--- config.mk ---
export PLATFORM = sky130hd
export DESIGN_NAME = clp_mac
export DESIGN_NICKNAME = d
export VERILOG_FILES = /design/src/rtl/clp_pkg.sv /design/src/rtl/clp_mac.sv
export SDC_FILE = /design/constraint.sdc
export NUM_CORES = 1
export LEC_CHECK = 0
export ABC_CLOCK_PERIOD_IN_PS = 13900
export BUFFER_PORTS_ARGS = -buffer_cell sky130_fd_sc_hd__clkbuf_2
export CORE_UTILIZATION = 40
export CTS_CLUSTER_DIAMETER = 200
export DETAILED_ROUTE_END_ITERATION = 8
export SETUP_SLACK_MARGIN = 0.2
export SLEW_MARGIN = 10
export SYNTH_ARGS = -nofsm -noshare
export SYNTH_HDL_FRONTEND = slang
export SYNTH_SLANG_ARGS = --single-unit
--- constraint.sdc ---
create_clock -name i_clk -period 13.9 [get_ports i_clk]
set_input_delay 1.39 -clock i_clk [delete_from_list [all_inputs] [get_ports i_clk]]
set_output_delay 1.39 -clock i_clk [all_outputs]
set_load 0.02 [all_outputs]
--- src/rtl/clp_pkg.sv ---
package clp_pkg;

    localparam int QUEUE_DEPTH = 32;
    localparam int QADDR_W     = $clog2(QUEUE_DEPTH);
    localparam int QCNT_W      = $clog2(QUEUE_DEPTH + 1);
    // A sum of QUEUE_DEPTH signed 32-bit velocities.
    localparam int ACC_W       = 32 + $clog2(QUEUE_DEPTH);
    localparam int TIME_W      = 34;
    localparam int LAT_W       = 20;
    localparam int DT_W        = 16;
    localparam int CFG_IDX_W   = 2;
    localparam logic [DT_W-1:0] DT_RESET = 16'd3277;

    localparam logic [1:0] KIND_OBS  = 2'd0;
    localparam logic [1:0] KIND_CMD  = 2'd1;
    localparam logic [1:0] KIND_PRED = 2'd2;

    localparam logic [CFG_IDX_W-1:0] CFG_ACT_LAT = 2'd0;
    localparam logic [CFG_IDX_W-1:0] CFG_OBS_LAT = 2'd1;
    localparam logic [CFG_IDX_W-1:0] CFG_STEP    = 2'd2;

    typedef enum logic [1:0] {
        ST_IDLE,
        ST_WALK,
        ST_MUL,
        ST_DONE
    } t_state;

    typedef struct packed {
        logic [31:0] stamp;
        logic [31:0] turn;
        logic [31:0] vel_y;
        logic [31:0] vel_x;
    } t_qentry;

    function automatic logic [QADDR_W-1:0] q_next(input logic [QADDR_W-1:0] a);
        return (a == QADDR_W'(QUEUE_DEPTH - 1)) ? '0 : a + 1'b1;
    endfunction

    // Slot at offset count from head, modulo the queue depth.
    function automatic logic [QADDR_W-1:0] q_slot(input logic [QADDR_W-1:0] head,
                                                  input logic [QCNT_W-1:0]  count);
        logic [QCNT_W:0] s;
        s = {{(QCNT_W + 1 - QADDR_W){1'b0}}, head} + {1'b0, count};
        if (s >= (QCNT_W + 1)'(QUEUE_DEPTH)) begin
            s = s - (QCNT_W + 1)'(QUEUE_DEPTH);
        end
        return s[QADDR_W-1:0];
    endfunction

endpackage

--- src/rtl/clp_mac.sv ---
module clp_mac
    import clp_pkg::*;
(
    input  logic                    i_clk,
    input  logic signed [ACC_W-1:0] i_sum,
    input  logic [DT_W-1:0]         i_dt,
    input  logic [31:0]             i_pose,
    output logic [31:0]             o_pose
);

    localparam int PROD_W = ACC_W + DT_W + 1;

    logic signed [PROD_W-1:0] r_prod;
    logic [31:0]              r_pose;
    logic signed [PROD_W-1:0] rounded;

    always_ff @(posedge i_clk) begin
        r_prod <= i_sum * $signed({1'b0, i_dt});
        r_pose <= i_pose;
    end

    // Round half up to Q16.16, then add to the pose with wraparound.
    assign rounded = (r_prod + PROD_W'(32768)) >>> 16;
    assign o_pose  = r_pose + rounded[31:0];

endmodule
* After elaboration in Yosys (flattened, before gate mapping) *
Cells that the tools add are included.

operators by class
  add/subtract/negate cells = 2
  $mul = 1

operator list
  operator                count
  $add 48x17->48 const B  1
  $mul 37x17->48          1
  $add 32x32->32          1

word-level totals
  register bits = 80
  input bits = 86
  output and inout bits = 32

* Longest topological paths before layout *
  word-level depth = 2
  depth in mapped cells = 25

* Least setup slack after synthesis *
No wires, ideal clock.

  path type = input -> register
  start point = in i_dt[8]
  end point = reg r_prod[47]
  library setup time = 121 ps
  arrival = 7364 ps
  setup slack = 6415 ps
  stages = 25
  path buffers = 2
  cells stage by stage = clkbuf_1 > clkbuf_1 > nand2_1 > fa_1 > inv_1 > fa_1 > inv_1 > fa_1 > inv_1 > fa_1 > fa_1 > inv_1 > fa_1 > inv_1 > ha_1 > a41o_1 > a21oi_1 > o21bai_1 > a31oi_2 > a21oi_2 > o41ai_4 > o31ai_4 > a2111oi_4 > o21bai_2 > xnor2_1

between the ends
  longest elaborated chain between the ends = 1

ends and longest elaborated chain
  item                  RTL line       RTL
  from (decl)           clp_mac.sv:6   input logic [DT_W-1:0] i_dt,
  $mul 37x17->48        clp_mac.sv:18  r_prod <= i_sum * $signed({1'b0, i_dt});
  to (signal assigned)  clp_mac.sv:18
  to (decl)             clp_mac.sv:13  logic signed [PROD_W-1:0] r_prod;

No other way between the ends.

* Worst setup path in the final report *
Ends and elaborated chain as after synthesis.

==> results_dict.tcl <==
set metrics [dict create \
    outcome "finished clean" \
    tightest_slew_ns 1.06 \
    syn_inst 2419 \
    cts.clk_slew.worst_paths_ns 0.06 \
    crit_required_ns 14.14 \
    postSynthAreaPerCell_um2 8.93 \
    path_class "in2reg" \
    cts_resized 0 \
    gp_congestion 0.869 \
    min_to "r_pose[1]" \
    initial_core_util_pct 40.8 \
    die_h_um 234 \
    coreArea_um2 53000 \
    yosys_register_bits 65 \
    place_area_um2 22700 \
    fin_cells 3149 \
    rows 84 \
    cts_buffers 9 \
    yosysSeqAreaShare_pct 6.02 \
    clk_path_buf_depth 2 \
    dieWidth_um 234 \
    synth_area_leaders "fa_1 (47%), inv_1 (10%), ha_1 (8.3%)" \
    synth-main-ff-cell "dfxtp_1" \
    grt_max_degree 38 \
    dieArea_um2 54900 \
    placed_cells 3133 \
    ys_async_sr_fraction_pct 0 \
    crit_arrival_ns 8.33 \
    dr.pass1.iters 6 \
    area_growth_syn_to_layout_pct 6.47 \
    wl_per_cell_um 17.9 \
    grt_use_total_pct 22.2 \
    max-slew-margin-rel_pct 29.5 \
    port_buffers 117 \
    layout_commonest_cell "inv_1" \
    end_kind "register" \
    synth_cell_types 57 \
    hold_violations 0 \
    min_period_ns 8.09 \
    cts-root-buf "clkbuf_16" \
    stdcell_area_um2 23000 \
    vias_per_cell 5.00 \
    wirelength_um 56300 \
    grt_remaining_overflow 0 \
    grt_pass1_vias 17800 \
    h-tree-depth 3 \
    diodes 0 \
    cts_tree "yes" \
    netlist_area_um2 21600 \
    hpwl_um 43900 \
    post-cts-setup-buffer-count 0 \
    fmax_mhz 124 \
    maxSlewViolCount 0 \
    nets 3197 \
    synth_nets 3160 \
    grt_antenna_before_repair 0 \
    io_pins 118 \
    setup_tns_ns 0 \
    hp-start "i_pose[1]" \
    hold_path.class "in2reg" \
    num_vias 15800 \
    cap_violations 0 \
    finalSetupViolations 0 \
    rsz0062_at_grt "no" \
    grt_pass1_wl_um 93300 \
    synth-edff-count 0 \
    yosys_warnings 0 \
    synth_top_area_share_pct 47.4 \
    drive_gt1_share_pct 6.34 \
    holdBufCountCts 0 \
    first_iter_violations 846 \
    worst_hold_path.num_cells 1 \
    finalCritPeriodShare_pct 58.2 \
    clkSinkCount 65 \
    fin_hold_ws_ns 1.11 \
    ant_nets 0 \
    synth_top_area_cell "fa_1" \
    final_cell_mix "inv_1 (590), fa_1 (511), nand2_1 (370)" \
    critPathMaxFanout 37 \
    drc 0 \
    startpoint_type "primary input" \
]
## metal layers
layer | global-route usage (%) | vias to the layer above | share of wire, % | wire length [um]
met4 | 6.55 | 0 | 2.4 | 1360
met3 | 3.34 | 80 | 5.4 | 3020
li1 | - | 7123 | - | -
met5 | 0 | - | 0 | 0
met2 | 38.3 | 452 | 49 | 27700
met1 | 28.8 | 8101 | 43 | 24200
## critical path, stage by stage
cell	delay, ns
clkbuf_2	0.65
nand2_1	0.17
fa_1	0.57
inv_1	0.05
fa_1	0.51
inv_1	0.06
fa_1	0.52
inv_1	0.05
fa_1	0.45
fa_1	0.49
inv_1	0.05
fa_1	0.48
inv_1	0.04
ha_1	0.32
a41o_1	0.23
a21oi_1	0.21
o21bai_1	0.11
a31oi_2	0.38
a21oi_2	0.17
o41ai_4	0.60
o31ai_4	0.21
a2111oi_4	0.38
o21bai_2	0.10
xnor2_1	0.12
## cell families (layout without fill, tap and decap cells)
family / after synthesis / count (layout) / synth area share (%)
xor+xnor: 102 / 102 / 4.14
buf+inv: 687 / 729 / 11.9
compound gates: 161 / 161 / 5.36
fa+ha+maj: 655 / 655 / 55.7
simple gates: 749 / 749 / 16.9
flops: 65 / 65 / 6.02
## worst max path at each step
stage,start,end,slack (ns)
final,i_dt[8],r_prod[47],5.81
after detailed placement,i_dt[8],r_prod[47],5.41
after global placement,i_dt[8],r_prod[47],5.50
after floorplan,i_dt[8],r_prod[47],6.42
after CTS,i_dt[8],r_prod[47],5.81
after global routing,i_dt[9],r_prod[47],5.43
## Yosys cell counts (all sizes together), types with 2 or more instances
library cell / number
inv: 590
fa: 511
nand2: 370
and2: 259
ha: 144
clkbuf: 97
xnor2: 76
dfxtp: 65
a21oi: 49
nor2: 42
o21ai: 32
xor2: 26
a21o: 24
nand3: 20
and3: 13
o21bai: 12
nand2b: 11
nand4: 10
nor3: 8
a211oi: 6
nor2b: 6
o21a: 6
and4: 5
a31oi: 4
o31ai: 4
a2111oi: 3
a41oi: 3
or3: 3
a221oi: 2
o2111ai: 2
o31a: 2
## registers in the layout, indices dropped and copies added, names as in the netlist
signal and flops:
r_pose 32, r_prod 33
## metrics by stage
step,setup WS (ns),utilization (%)
CTS,5.81,43.4
global route,5.43,43.4
floorplan,6.42,-
global placement,5.50,42.9
detailed placement,5.41,42.9
finish,5.81,43.4
## cell type report
class                           count  area, um^2
Fill cell                        5238       30000
Clock inverter                      6        42.5
Sequential cell                    65        1300
Timing Repair Buffer              123         631
Inverter                          590        2210
Clock buffer                       10         229
Tap cell                          688         861
Multi-Input combinational cell   1667       17700
Power is not shown: default switching activity piles up to over one toggle a cycle in this logic, so the estimate is an artifact.
